==> src/sv/ffra_pkg.sv <==
// ----------------------------------------------------------------------------
// ffra_pkg
// shared types, codes and constants of the first-fit range allocator
// ----------------------------------------------------------------------------
package ffra_pkg;

  localparam int SW          = 17;     // slot number / count width
  localparam int DEF_RANGES  = 64;
  localparam int DEF_SLOTS   = 65536;
  localparam int PROD_W      = 29;     // stride (13) times offset (16)

  localparam logic [2:0] REG_HEAP_KIND   = 3'd0;
  localparam logic [2:0] REG_CAPACITY    = 3'd1;
  localparam logic [2:0] REG_STRIDE      = 3'd2;
  localparam logic [2:0] REG_CPU_BASE    = 3'd3;
  localparam logic [2:0] REG_GPU_BASE    = 3'd4;
  localparam logic [2:0] REG_GPU_VISIBLE = 3'd5;

  localparam logic FUNC_ALLOC = 1'b0;
  localparam logic FUNC_FREE  = 1'b1;

  typedef enum logic [2:0] {
    ST_OK        = 3'd0,
    ST_ZERO      = 3'd1,
    ST_UNINIT    = 3'd2,
    ST_EXHAUSTED = 3'd3,
    ST_INVALID   = 3'd4,
    ST_NULL      = 3'd5,
    ST_FULL      = 3'd6
  } status_t;

  typedef enum logic [2:0] {
    ENG_IDLE,
    ENG_PROC,
    ENG_FLUSH,
    ENG_MUL,
    ENG_OUT
  } eng_state_t;

  typedef struct packed {
    logic [SW-1:0] start;
    logic [SW-1:0] len;
  } ent_t;

  typedef struct packed {
    status_t            status;
    logic               grant;
    logic [15:0]        offset;
    logic [PROD_W-1:0]  prod;
    logic [SW-1:0]      total;
  } res_t;

endpackage

==> src/sv/first_fit_range_allocator.sv <==
// ----------------------------------------------------------------------------
// first_fit_range_allocator
// first-fit slot allocator over a sorted, coalescing list of free ranges
// ----------------------------------------------------------------------------
// request channel: a word is taken when start is high and busy is low
//   (func 0 allocate, 1 free, with slot_count, release_offset, release_kind)
// result channel: done is high for exactly one cycle with status,
//   granted_offset, cpu_handle, gpu_handle and free_total; the receiver
//   takes it in that cycle and cannot hold it off
// configuration: cfg_valid/cfg_ready write channel, cfg_index picks the
//   register, cfg_data carries the word; ready only while idle and no
//   request word is offered
// timing: requests rejected up front (zero count, uninitialised heap, bad
//   free, full list) answer in the cycle after acceptance; otherwise the
//   engine streams once through the N stored ranges, one range a cycle
//   from the range store (one read and one write port) except while the
//   freed range is inserted on a free, then flushes, multiplies and gives
//   the result; a free only runs with fewer than MAX_RANGES ranges stored
// reset: list empty, all configuration registers zero; a capacity write
//   rebuilds the list as one range covering the whole heap (empty for zero)
// one request is in flight at a time; busy drops after the done cycle
// ----------------------------------------------------------------------------
module first_fit_range_allocator #(
  parameter int MAX_RANGES = ffra_pkg::DEF_RANGES
) (
  input  logic        clk,
  input  logic        rst,
  // request
  input  logic        start,
  output logic        busy,
  input  logic        func,
  input  logic [16:0] slot_count,
  input  logic [16:0] release_offset,
  input  logic [1:0]  release_kind,
  // result
  output logic        done,
  output logic [2:0]  status,
  output logic [15:0] granted_offset,
  output logic [63:0] cpu_handle,
  output logic [63:0] gpu_handle,
  output logic [16:0] free_total,
  // configuration
  input  logic        cfg_valid,
  output logic        cfg_ready,
  input  logic [2:0]  cfg_index,
  input  logic [63:0] cfg_data
);

  localparam int AW = $clog2(MAX_RANGES);

  // configuration registers
  logic [1:0]  heap_kind;
  logic [16:0] slot_capacity;
  logic [12:0] slot_stride;
  logic [63:0] cpu_base;
  logic [63:0] gpu_base;
  logic        gpu_visible;

  logic        cfg_wr;
  logic        rebuild;
  logic [16:0] cap_sat;

  ffra_pkg::res_t res;
  logic           mem_we, mem_re;
  logic [AW-1:0]  mem_waddr, mem_raddr;
  ffra_pkg::ent_t mem_wdata, mem_rdata;

  // a request word offered while idle wins over a register write
  assign cfg_ready = !busy && !start;
  assign cfg_wr    = cfg_valid && cfg_ready;
  assign rebuild   = cfg_wr && (cfg_index == ffra_pkg::REG_CAPACITY);

  // capacity saturates at DEF_SLOTS (65536 slots)
  assign cap_sat = ({15'd0, cfg_data[16:0]} > 32'(ffra_pkg::DEF_SLOTS)) ?
                   17'(ffra_pkg::DEF_SLOTS) : cfg_data[16:0];

  always_ff @(posedge clk) begin
    if (rst) begin
      heap_kind     <= '0;
      slot_capacity <= '0;
      slot_stride   <= '0;
      cpu_base      <= '0;
      gpu_base      <= '0;
      gpu_visible   <= 1'b0;
    end else if (cfg_wr) begin
      case (cfg_index)
        ffra_pkg::REG_HEAP_KIND:   heap_kind     <= cfg_data[1:0];
        ffra_pkg::REG_CAPACITY:    slot_capacity <= cap_sat;
        ffra_pkg::REG_STRIDE:      slot_stride   <= cfg_data[12:0];
        ffra_pkg::REG_CPU_BASE:    cpu_base      <= cfg_data;
        ffra_pkg::REG_GPU_BASE:    gpu_base      <= cfg_data;
        ffra_pkg::REG_GPU_VISIBLE: gpu_visible   <= cfg_data[0];
        default: ;
      endcase
    end
  end

  ffra_engine #(
    .MAX_RANGES (MAX_RANGES)
  ) u_engine (
    .clk            (clk),
    .rst            (rst),
    .start          (start),
    .func           (func),
    .slot_count     (slot_count),
    .release_offset (release_offset),
    .release_kind   (release_kind),
    .heap_kind      (heap_kind),
    .capacity       (slot_capacity),
    .stride         (slot_stride),
    .rebuild        (rebuild),
    .rebuild_cap    (cap_sat),
    .busy           (busy),
    .done           (done),
    .res            (res),
    .mem_we         (mem_we),
    .mem_waddr      (mem_waddr),
    .mem_wdata      (mem_wdata),
    .mem_re         (mem_re),
    .mem_raddr      (mem_raddr),
    .mem_rdata      (mem_rdata)
  );

  // free range store
  ffra_mem #(
    .DEPTH (MAX_RANGES)
  ) u_mem (
    .clk     (clk),
    .we      (mem_we),
    .wr_addr (mem_waddr),
    .wr_data (mem_wdata),
    .rd_en   (mem_re),
    .rd_addr (mem_raddr),
    .rd_data (mem_rdata)
  );

  // handles only for a successful allocate, byte offset from the engine
  assign status         = res.status;
  assign granted_offset = res.grant ? res.offset : '0;
  assign free_total     = res.total;
  assign cpu_handle     = res.grant ? (cpu_base + 64'(res.prod)) : '0;
  assign gpu_handle     = (res.grant && gpu_visible) ? (gpu_base + 64'(res.prod)) : '0;

endmodule

==> src/sv/ffra_mem.sv <==
// ----------------------------------------------------------------------------
// ffra_mem
// free range store, one write and one registered read port
// ----------------------------------------------------------------------------
module ffra_mem #(
  parameter int DEPTH = ffra_pkg::DEF_RANGES,
  parameter int AW    = $clog2(DEPTH)
) (
  input  logic           clk,
  input  logic           we,
  input  logic [AW-1:0]  wr_addr,
  input  ffra_pkg::ent_t wr_data,
  input  logic           rd_en,
  input  logic [AW-1:0]  rd_addr,
  output ffra_pkg::ent_t rd_data
);

  ffra_pkg::ent_t mem [DEPTH];

  always_ff @(posedge clk) begin
    if (we) begin
      mem[wr_addr] <= wr_data;
    end
  end

  always_ff @(posedge clk) begin
    if (rd_en) begin
      rd_data <= mem[rd_addr];
    end
  end

endmodule

==> src/sv/ffra_engine.sv <==
// ----------------------------------------------------------------------------
// ffra_engine
// request sequencer: at most one streaming pass over the range store per request
// ----------------------------------------------------------------------------
module ffra_engine #(
  parameter int MAX_RANGES = ffra_pkg::DEF_RANGES,
  parameter int AW         = $clog2(MAX_RANGES),
  parameter int CW         = $clog2(MAX_RANGES + 1)
) (
  input  logic                    clk,
  input  logic                    rst,
  input  logic                    start,
  input  logic                    func,
  input  logic [ffra_pkg::SW-1:0] slot_count,
  input  logic [ffra_pkg::SW-1:0] release_offset,
  input  logic [1:0]              release_kind,
  input  logic [1:0]              heap_kind,
  input  logic [ffra_pkg::SW-1:0] capacity,
  input  logic [12:0]             stride,
  input  logic                    rebuild,
  input  logic [ffra_pkg::SW-1:0] rebuild_cap,
  output logic                    busy,
  output logic                    done,
  output ffra_pkg::res_t          res,
  output logic                    mem_we,
  output logic [AW-1:0]           mem_waddr,
  output ffra_pkg::ent_t          mem_wdata,
  output logic                    mem_re,
  output logic [AW-1:0]           mem_raddr,
  input  ffra_pkg::ent_t          mem_rdata
);

  localparam int SW = ffra_pkg::SW;

  ffra_pkg::eng_state_t state, state_next;

  logic [CW-1:0]   used, used_next;
  logic [SW-1:0]   total, total_next;
  logic [CW-1:0]   r, r_next;
  logic [CW-1:0]   w, w_next;
  logic [SW-1:0]   sum, sum_next;
  logic            q_func;
  logic [SW-1:0]   q_count, q_off;
  logic            inserted, inserted_next;
  logic            found, found_next;
  logic            have_acc, have_acc_next;
  ffra_pkg::ent_t  acc, acc_next;
  ffra_pkg::status_t status, status_next;
  logic [SW-1:0]   goff, goff_next;
  logic [ffra_pkg::PROD_W-1:0] prod;

  // early checks at request time
  ffra_pkg::status_t early_st;
  logic              early;
  logic [CW-1:0]     r_inc;
  logic              take_new;
  ffra_pkg::ent_t    elem;
  logic [SW:0]       acc_end, el_end;
  logic [SW-1:0]     nl;

  assign r_inc = r + 1'b1;

  always_comb begin
    early    = 1'b1;
    early_st = ffra_pkg::ST_OK;
    if (func == ffra_pkg::FUNC_ALLOC) begin
      if (slot_count == '0) begin
        early_st = ffra_pkg::ST_ZERO;
      end else if (capacity == '0 || stride == '0) begin
        early_st = ffra_pkg::ST_UNINIT;
      end else begin
        early = 1'b0;
      end
    end else begin
      if (slot_count == '0) begin
        early_st = ffra_pkg::ST_NULL;
      end else if (release_kind != heap_kind || release_offset > capacity ||
                   slot_count > capacity - release_offset) begin
        early_st = ffra_pkg::ST_INVALID;
      end else if (used >= CW'(MAX_RANGES)) begin
        early_st = ffra_pkg::ST_FULL;
      end else begin
        early = 1'b0;
      end
    end
  end

  // element taken this cycle: the freed range goes in ahead of the first
  // stored range that does not start below it
  assign take_new = (q_func == ffra_pkg::FUNC_FREE) && !inserted &&
                    ((state == ffra_pkg::ENG_FLUSH) || (mem_rdata.start >= q_off));
  assign elem     = take_new ? '{start: q_off, len: q_count} : mem_rdata;
  assign acc_end  = {1'b0, acc.start} + {1'b0, acc.len};
  assign el_end   = {1'b0, elem.start} + {1'b0, elem.len};
  assign nl       = elem.len - q_count;

  // next state
  always_comb begin
    state_next = state;
    case (state)
      ffra_pkg::ENG_IDLE: begin
        if (start) begin
          if (early) begin
            state_next = ffra_pkg::ENG_OUT;
          end else if (used == '0) begin
            state_next = ffra_pkg::ENG_FLUSH;
          end else begin
            state_next = ffra_pkg::ENG_PROC;
          end
        end
      end
      ffra_pkg::ENG_PROC: begin
        if (!take_new && r_inc >= used) begin
          state_next = ffra_pkg::ENG_FLUSH;
        end
      end
      ffra_pkg::ENG_FLUSH: begin
        if (!take_new) begin
          state_next = ffra_pkg::ENG_MUL;
        end
      end
      ffra_pkg::ENG_MUL: state_next = ffra_pkg::ENG_OUT;
      ffra_pkg::ENG_OUT: state_next = ffra_pkg::ENG_IDLE;
      default:           state_next = ffra_pkg::ENG_IDLE;
    endcase
  end

  // handshake outputs and store reads
  always_comb begin
    busy      = (state != ffra_pkg::ENG_IDLE);
    done      = (state == ffra_pkg::ENG_OUT);
    mem_re    = 1'b0;
    mem_raddr = '0;
    case (state)
      ffra_pkg::ENG_IDLE: begin
        mem_re = start && !early && (used != '0);
      end
      ffra_pkg::ENG_PROC: begin
        mem_re    = !take_new && (r_inc < used);
        mem_raddr = r_inc[AW-1:0];
      end
      default: begin
        mem_re = 1'b0;
      end
    endcase
  end

  // datapath
  always_comb begin
    used_next     = used;
    total_next    = total;
    r_next        = r;
    w_next        = w;
    sum_next      = sum;
    inserted_next = inserted;
    found_next    = found;
    have_acc_next = have_acc;
    acc_next      = acc;
    status_next   = status;
    goff_next     = goff;
    mem_we        = 1'b0;
    mem_waddr     = w[AW-1:0];
    mem_wdata     = acc;
    case (state)
      ffra_pkg::ENG_IDLE: begin
        if (start) begin
          r_next        = '0;
          w_next        = '0;
          sum_next      = '0;
          inserted_next = 1'b0;
          found_next    = 1'b0;
          have_acc_next = 1'b0;
          goff_next     = '0;
          status_next   = early_st;
        end else if (rebuild) begin
          // list becomes the single range covering the whole heap, or empty for a zero capacity
          used_next  = (rebuild_cap != '0) ? CW'(1) : '0;
          total_next = rebuild_cap;
          mem_we     = 1'b1;
          mem_waddr  = '0;
          mem_wdata  = '{start: '0, len: rebuild_cap};
        end
      end
      ffra_pkg::ENG_PROC, ffra_pkg::ENG_FLUSH: begin
        if (q_func == ffra_pkg::FUNC_FREE) begin
          if (take_new) begin
            inserted_next = 1'b1;
          end else if (state == ffra_pkg::ENG_PROC) begin
            r_next = r_inc;
          end
          if (state == ffra_pkg::ENG_FLUSH && !take_new) begin
            mem_we      = 1'b1;
            used_next   = w + 1'b1;
            total_next  = sum + acc.len;
            status_next = ffra_pkg::ST_OK;
          end else if (!have_acc) begin
            acc_next      = elem;
            have_acc_next = 1'b1;
          end else if ({1'b0, elem.start} <= acc_end) begin
            if (el_end > acc_end) begin
              acc_next.len = SW'(el_end - {1'b0, acc.start});
            end
          end else begin
            mem_we   = 1'b1;
            w_next   = w + 1'b1;
            sum_next = sum + acc.len;
            acc_next = elem;
          end
        end else if (state == ffra_pkg::ENG_PROC) begin
          r_next = r_inc;
          if (!found && elem.len >= q_count) begin
            found_next = 1'b1;
            goff_next  = elem.start;
            if (nl != '0) begin
              mem_we    = 1'b1;
              mem_wdata = '{start: elem.start + q_count, len: nl};
              w_next    = w + 1'b1;
              sum_next  = sum + nl;
            end
          end else begin
            mem_we    = 1'b1;
            mem_wdata = elem;
            w_next    = w + 1'b1;
            sum_next  = sum + elem.len;
          end
        end else begin
          used_next   = w;
          total_next  = sum;
          status_next = found ? ffra_pkg::ST_OK : ffra_pkg::ST_EXHAUSTED;
          goff_next   = found ? goff : '0;
        end
      end
      default: begin
        mem_we = 1'b0;
      end
    endcase
  end

  always_ff @(posedge clk) begin
    if (rst) begin
      state    <= ffra_pkg::ENG_IDLE;
      used     <= '0;
      total    <= '0;
      inserted <= 1'b0;
      found    <= 1'b0;
      have_acc <= 1'b0;
    end else begin
      state    <= state_next;
      used     <= used_next;
      total    <= total_next;
      inserted <= inserted_next;
      found    <= found_next;
      have_acc <= have_acc_next;
    end
  end

  always_ff @(posedge clk) begin
    r      <= r_next;
    w      <= w_next;
    sum    <= sum_next;
    acc    <= acc_next;
    status <= status_next;
    goff   <= goff_next;
    if (state == ffra_pkg::ENG_IDLE && start) begin
      q_func  <= func;
      q_count <= slot_count;
      q_off   <= release_offset;
    end
    if (state == ffra_pkg::ENG_MUL) begin
      // both operands widened to the full product width
      prod <= {16'd0, stride} * {13'd0, goff[15:0]};
    end
  end

  always_comb begin
    res.status = status;
    res.grant  = (q_func == ffra_pkg::FUNC_ALLOC) && (status == ffra_pkg::ST_OK);
    res.offset = goff[15:0];
    res.prod   = prod;
    res.total  = total;
  end

endmodule

==> config.mk <==
export PLATFORM = sky130hd
export DESIGN_NAME = first_fit_range_allocator
export DESIGN_NICKNAME = d
export VERILOG_FILES = /design/src/sv/ffra_pkg.sv /design/src/sv/first_fit_range_allocator.sv /design/src/sv/ffra_mem.sv /design/src/sv/ffra_engine.sv
export SDC_FILE = /design/constraint.sdc
export NUM_CORES = 2
export LEC_CHECK = 0
export ABC_AREA = 1
export BUFFER_PORTS_ARGS = -buffer_cell sky130_fd_sc_hd__buf_4
export CAP_MARGIN = 15
export CELL_PAD_IN_SITES_DETAIL_PLACEMENT = 0
export CELL_PAD_IN_SITES_GLOBAL_PLACEMENT = 1
export CORE_MARGIN = 2
export CORE_UTILIZATION = 40
export DETAILED_ROUTE_END_ITERATION = 8
export PLACE_DENSITY = 0.75
export SYNTH_ARGS = -nofsm -noshare
export SYNTH_HDL_FRONTEND = slang
export SYNTH_SLANG_ARGS = --single-unit
==> constraint.sdc <==
create_clock -name clk -period 18.2 [get_ports clk]
set_input_delay 1.82 -clock clk [delete_from_list [all_inputs] [get_ports clk]]
set_output_delay 1.82 -clock clk [all_outputs]
set_load 0.03 [all_outputs]
* Word-level counts from Yosys, hierarchy flattened
Memory sizes are Yosys's and may differ from the RTL's. A register that Yosys moved wholly into a read port is not among the register bits. Index checks and enable logic that the tools add are counted.
Word-level totals: register bits after elaboration 339, memory bits (writable) 2176, input bits 108, output and inout bits 167, word-level logic and storage cells 245, memories kept 1
Cells by class: add/sub/neg operators 13, multiply operators 1, magnitude comparators 10, eq/ne operators 33, multiplexer cells 108, bitwise logic cells 2, reduce and logical (&&, ||, !) cells 54
Memory list:
- u_mem.mem | words 64, bits a word 34, rd ports 1, clocked after memory_dff 1, write ports 1, line ffra_mem.sv:18 | ffra_pkg::ent_t mem [DEPTH];
Operator list (count):
- two-way mux 17 bit | 17
- two-way mux 34 bit | 8
- adder 64 x 29 -> 64 bit | 2
- two-way mux 64 bit | 2
- two-way mux 7 bit | 16
- two-way mux 16 bit | 5
- adder 17 bit | 4
- one-hot mux 17 bit (2 select lines) | 2
- one-hot mux 34 bit (2 select lines) | 1
- subtractor 17 bit | 3
- one-hot mux 7 bit (2 select lines) | 3
- two-way mux 3 bit | 13
- adder 17 x 17 -> 18 bit | 2
- >= comparator 17 bit | 2
- greater-than comparator 17 bit | 2
- logical NOT 17 bit | 2
- nonzero test 17 bit | 2
- one-hot mux 16 bit (2 select lines) | 1
- multiplier 13 x 16 -> 29 bit | 1
- two-way mux 1 bit | 26
- two-way mux 6 bit | 4
- != test 3 bit, second input constant | 8
- AND reduction 4 bit | 5
- greater-than comparator 18 bit | 1
- other kinds (34) | 89

* Longest topological paths before layout
word-level depth 13, depth in mapped cells 47

* By module
A second synthesis with hierarchy kept.
Second synthesis, totals: cell total of the unflattened synthesis 13001, area, all modules 125948.3 µm²
By module, submodules not included:
- ffra_mem | instances 1, cells each 7205, area each 88310.9 µm², sequential area each 66363.6 µm²
- ffra_engine | instances 1, cells each 3243, area each 23820.3 µm², sequential area each 5044.8 µm²
- first_fit_range_allocator | instances 1, cells each 2553, area each 13817.0 µm², sequential area each 3223.1 µm²

* Worst setup path before layout
OpenSTA, ideal clock, no wires.
path kind input to register, start input port release_offset[0], end register u_mem.rd_data[0] (netlist name), library setup time 477 ps, arrival 5783 ps, required time 17723 ps, slack 11940 ps, cell stages on the path 26, cell sequence ha_1 -> inv_1 -> fa_1 -> nand3_1 -> nand2_1 -> nand2_1 -> nand2_1 -> a21oi_1 -> o21bai_1 -> a21boi_0 -> o21ai_0 -> nand2_1 -> nand2_1 -> a21oi_1 -> xor2_1 -> ha_1 -> a21oi_1 -> o21ai_0 -> nor2_1 -> nand2_1 -> o21ai_0 -> nand3_1 -> nand2_1 -> and2_1 -> nand3_1 -> o31ai_1
Between the ends: cells in the longest elaborated chain, start to end 10, elaborated cells between the ends (all ways) 12, those cells by class 1 x add/sub; 2 x order compare; 4 x mux; 5 x reduce/logical
RTL lines:
- start, declared | line first_fit_range_allocator.sv:33 | input logic [16:0] release_offset,
- subtractor 17 bit or greater-than comparator 17 bit (tied branches) | line ffra_engine.sv:78, ffra_engine.sv:77
- greater-than comparator 17 bit or logical OR 1 bit (tied branches) | line ffra_engine.sv:78, ffra_engine.sv:77
- logical OR 1 bit (*) | line ffra_engine.sv:77 | end else if (release_kind != heap_kind || release_offset > capacity ||
- two-way mux 1 bit (*) | line ffra_engine.sv:77
- two-way mux 1 bit (*) | line ffra_engine.sv:75 | if (slot_count == '0) begin
- two-way mux 1 bit (*) | line ffra_engine.sv:66 | if (func == ffra_pkg::FUNC_ALLOC) begin
- logical NOT 1 bit (*) | line ffra_engine.sv:136 | mem_re = start && !early && (used != '0);
- logical AND 1 bit (*) (2 in a row) | line ffra_engine.sv:136
- one-hot mux 1 bit (2 select lines) (*) | line ffra_engine.sv:134 | case (state)
- named net mem_re | line first_fit_range_allocator.sv:64 | logic mem_we, mem_re;
Mark *: on every way through the listed nets, which the timed path passes. The rest lies on a longest branch. A chain may end at the register's enable or synchronous reset.

* Worst setup path in the final report
start register u_engine.q_func, end memory u_mem.mem[10][27] (netlist name), enable pin
Between the ends: cells in the longest elaborated chain, start to end 12, elaborated cells between the ends (all ways) 20, those cells by class 1 x add/sub; 2 x order compare; 11 x mux; 6 x reduce/logical
RTL lines:
- start, declared | line ffra_engine.sv:42 | logic q_func;
- start signal, assigned | line ffra_engine.sv:265 | q_func <= func;
- logical AND 1 bit (2 in a row) | line ffra_engine.sv:90 | assign take_new = (q_func == ffra_pkg::FUNC_FREE) && !inserted &&
- two-way mux 34 bit | line ffra_engine.sv:92 | assign elem = take_new ? '{start: q_off, len: q_count} : mem_rdata;
- subtractor 17 bit | line ffra_engine.sv:95 | assign nl = elem.len - q_count;
- nonzero test 17 bit | line ffra_engine.sv:214 | if (nl != '0) begin
- two-way mux 1 bit | line ffra_engine.sv:214
- two-way mux 1 bit | line ffra_engine.sv:211 | if (!found && elem.len >= q_count) begin
- two-way mux 1 bit | line ffra_engine.sv:209 | end else if (state == ffra_pkg::ENG_PROC) begin
- two-way mux 1 bit (*) | line ffra_engine.sv:185 | if (q_func == ffra_pkg::FUNC_FREE) begin
- one-hot mux 1 bit (2 select lines) (*) | line ffra_engine.sv:164 | case (state)
- two-way mux 1 bit (*) | line ffra_mem.sv:21 | if (we) begin
- two-way mux 1 bit (implied by the code) (*) | line ffra_mem.sv:22 | mem[wr_addr] <= wr_data;
- end, declared | line ffra_mem.sv:18
Mark *: on every way between the ends. The rest lies on a longest branch, timed or not.

==> summary.md <==
| Metric | Value |
|---|---|
| Die height | `559 um` |
| Drt pass-1 iters | `7` |
| Syn Area/Cell | `10.3 um^2` |
| FF-to-FF setup slack | `10440 ps` |
| Port Buffers | `274` |
| Top cell type's share of synthesized area | `57.5%` |
| Critical Path Slowest Stage Cell | `nor2_4` |
| Rows | `203` |
| Worst Tran Pin Value | `1270 ps` |
| Syn Nets | `12500` |
| Nets | `12600` |
| Core Region | `306000 um^2` |
| Wire per inst | `25.4 um` |
| Lkg Pwr | `52.7 nW` |
| CP dominant cell by count | `nand2_1` |
| Critical Path Start Type | `flip-flop` |
| Mapped Area | `123000 um^2` |
| Cells on worst reg2reg path | `21` |
| Setup crit end kind | `flip-flop` |
| First-pass GRT wire length | `600 mm` |
| CTS sink count | `2549` |
| Pin count of the biggest net entering global routing | `165` |
| Post-synth EDFFs | `2358` |
| HPWL Detailed | `265 mm` |
| WL final | `416 mm` |
| Synth area leader | `edfxtp_1` |
| Total track usage | `26.0%` |
| Vias in the first global route | `87400` |
| H-Tree Depth | `5` |
| RSZ-0062 raised after global routing | `no` |
| Most frequent cell after synthesis | `nand2_1` |
| Final instance area | `139000 um^2` |
| Layout area overhead | `13.1%` |
| Max Clock Skew | `77.4 ps` |
| Maxcap violations | `0` |
| Vias/cell | `5.67` |
| Root buf cell | `clkbuf_16` |
| Top post-synthesis cells by area | `edfxtp_1 58%, nand2_1 8.7%, nand3_1 6.6%, ha_1 3.5%, dfxtp_1 3.1%` |
| I/O pins | `275` |
| Worst hold path type | `flip-flop to flip-flop` |
| Initial antenna violation count | `20` |
| Fill cell count | `28200` |
| YS warnings | `0` |
| Initial DRC Count | `11900` |
| Total gr overflow | `0` |
| CTS clk-pin slew, worst paths | `60 ps` |
| Full die area | `312000 um^2` |
| Post-CTS sizing | `0` |
| Fin. max-slew vios | `0` |
| Async set-reset flop share out of synthesis | `0%` |
| Worst path depth | `21` |
| RD Place Congestion | `0.948` |
| Worst path cell trace | `inv_2 > nor2_1 > inv_1 > o21bai_2 > buf_4 > o21ai_0 > ha_1 > a21oi_1 > o21ai_0 > a21oi_1 > nand2_1 > nand2_1 > a21oi_4 > buf_4 > nand4_1 > nand2_1 > nand2_1 > nand3_1 > nand2_2 > nand2_2 > nor2_4` |
| Max VDD drop | `235 uV` |
| Hold Vio Cnt, Final | `0` |
| Vias | `92600` |
| Fin crit period | `7760 ps` |
| Final worst path period share | `42.7%` |
| Clock Tree Buf Depth | `4` |
| Biggest cell delay along the critical path | `1170 ps` |
| Finished Core Util | `45.5%` |
| Post-synthesis sequential area ratio | `60.6%` |
| Family with the most delay on the worst path | `simple AND/OR/NAND/NOR gates` |
| Critical path class | `flip-flop to flip-flop` |
| Crit path to | `u_mem.mem[10][27]` |
| TritonCTS buffer count | `284` |
| Share of post-route cells with drive strength above 1 | `8.72%` |
| Highest clock rate | `129 MHz` |
| Outcome | `finished, final reports clean` |
| Worst EP required | `18700 ps` |
| Setup Buffers After CTS | `0` |
| Synth top cells by count | `2843 x nand2_1, 2358 x edfxtp_1, 1613 x nand3_1, 790 x inv_1, 726 x o21ai_0` |
| Antenna-violating nets left | `0` |
| Starting Density | `40.2%` |
| CP Data Arrival Time | `8260 ps` |
| Pwr dens | `164 nW/um^2` |
| Die span in x | `559 um` |
| Hold-fix buffers, CTS | `0` |
| Post-DP Area | `130000 um^2` |
| Crit path from | `u_engine.q_func` |
| Most used DFF post-synth | `edfxtp_1` |
| Reg2reg start | `u_engine.q_func` |
| Final setup viols | `0` |
| CP bufs+invs | `4` |
| CTS tree | `done` |
| Worst-Skew Late Latency | `900 ps` |
| #FFs+latches synth | `2549` |
| Worst Path Max Fanout | `69` |
| Rel. slew slack | `14.8%` |
| DR DRC count | `0` |
| Worst r2r dst | `u_mem.mem[10][27]` |
| Post-Synthesis Cells | `11900` |
| Fin Setup TNS | `0 ps` |
| Post-synth cell types | `64` |
-- flip-flops by register name, indices dropped and copies added (netlist names), 29 cells and up --
name / flops
u_mem.mem: 2176
gpu_base: 64
cpu_base: 64
u_engine.prod: 29
u_mem.rd_data: 34
u_engine.acc: 34
-- metrics by stage --
step	power, mW	instances	worst slack, ps	hold WS (ps)
after global routing	23.8	16300	9990	486
final	22.8	16300	10440	460
after CTS	22.7	16300	10560	459
after global placement	17.0	15800	10630	445
after floorplan	13.4	11900	11940	424
after detailed placement	17.1	15800	10570	452
-- tightest hold or removal path: cells and delay by family, from the launching register on --
family / cells / cell delay [ps]
buffers and inverters: 1 / 50
AOI/OAI and AO/OA: 1 / 60
DFF: 1 / 300
-- layout make-up --
cell class	instances	area [um^2]	share of cell area (%)
antenna	5	12.5	0.00898
clock buffer	339	7430	5.33
clock inverter	174	1670	1.20
inverter	801	3040	2.18
multi-input combinational	7902	43500	31.2
sequential	2549	74600	53.6
tap	4100	5130	3.68
timing repair buffer	478	3880	2.79
-- how the worst min path moves through the flow --
stage	start	end	slack (ps)	cells past startpoint
after floorplan	gpu_visible	gpu_visible	420	2
after global routing	gpu_visible	gpu_visible	490	2
final	gpu_visible	gpu_visible	460	2
after detailed placement	gpu_visible	gpu_visible	450	2
after CTS	gpu_visible	gpu_visible	460	2
after global placement	gpu_visible	gpu_visible	440	2
-- placed cells by master, fill, tap and decap left out, drive strengths merged, types with 25 or more instances in the layout --
master  netlist  final
nand2      2858   2858
edfxtp     2358   2358
nand3      1613   1613
inv         797    819
o21ai       747    747
nor2        610    610
a21oi       556    556
buf         197    476
ha          343    343
clkbuf      464    340
o21bai      310    310
dfxtp       191    191
fa          164    164
clkinv        4    121
xor2         93     93
nor3         81     81
nand4        69     69
xnor2        53     53
a31oi        51     51
nor4         45     45
o311ai       33     33
and3         31     31
a311oi       29     29
a21o         25     25
-- power breakdown --
part / switching [mW] / total (mW) / internal, mW
sequential: 0.345 / 8.32 / 7.98
clock: 2.45 / 5.69 / 3.24
combinational: 6.56 / 8.79 / 2.23
-- per-layer routing --
metal	vias up	GRT usage, %	share of wire [%]
met1	45400	36.7	42
met3	705	4.02	9.3
met2	4568	39.8	44
li1	41900	-	-
met5	-	0	0.0065
met4	4	10.8	4.5
-- kinds of logic (layout without fill, tap and decap cells) --
family          after synthesis  count (layout)  share of synthesized area (%)
simple gates               5347            5347                           18.5
other cells                   0               5                              0
compound gates             1902            1902                           9.00
flops                      2549            2549                           60.6
buf+inv                    1462            1792                           4.67
xor+xnor                    146             146                           1.05
fa+ha+maj                   507             507                           6.15
Power figures use the tool's default switching activity.
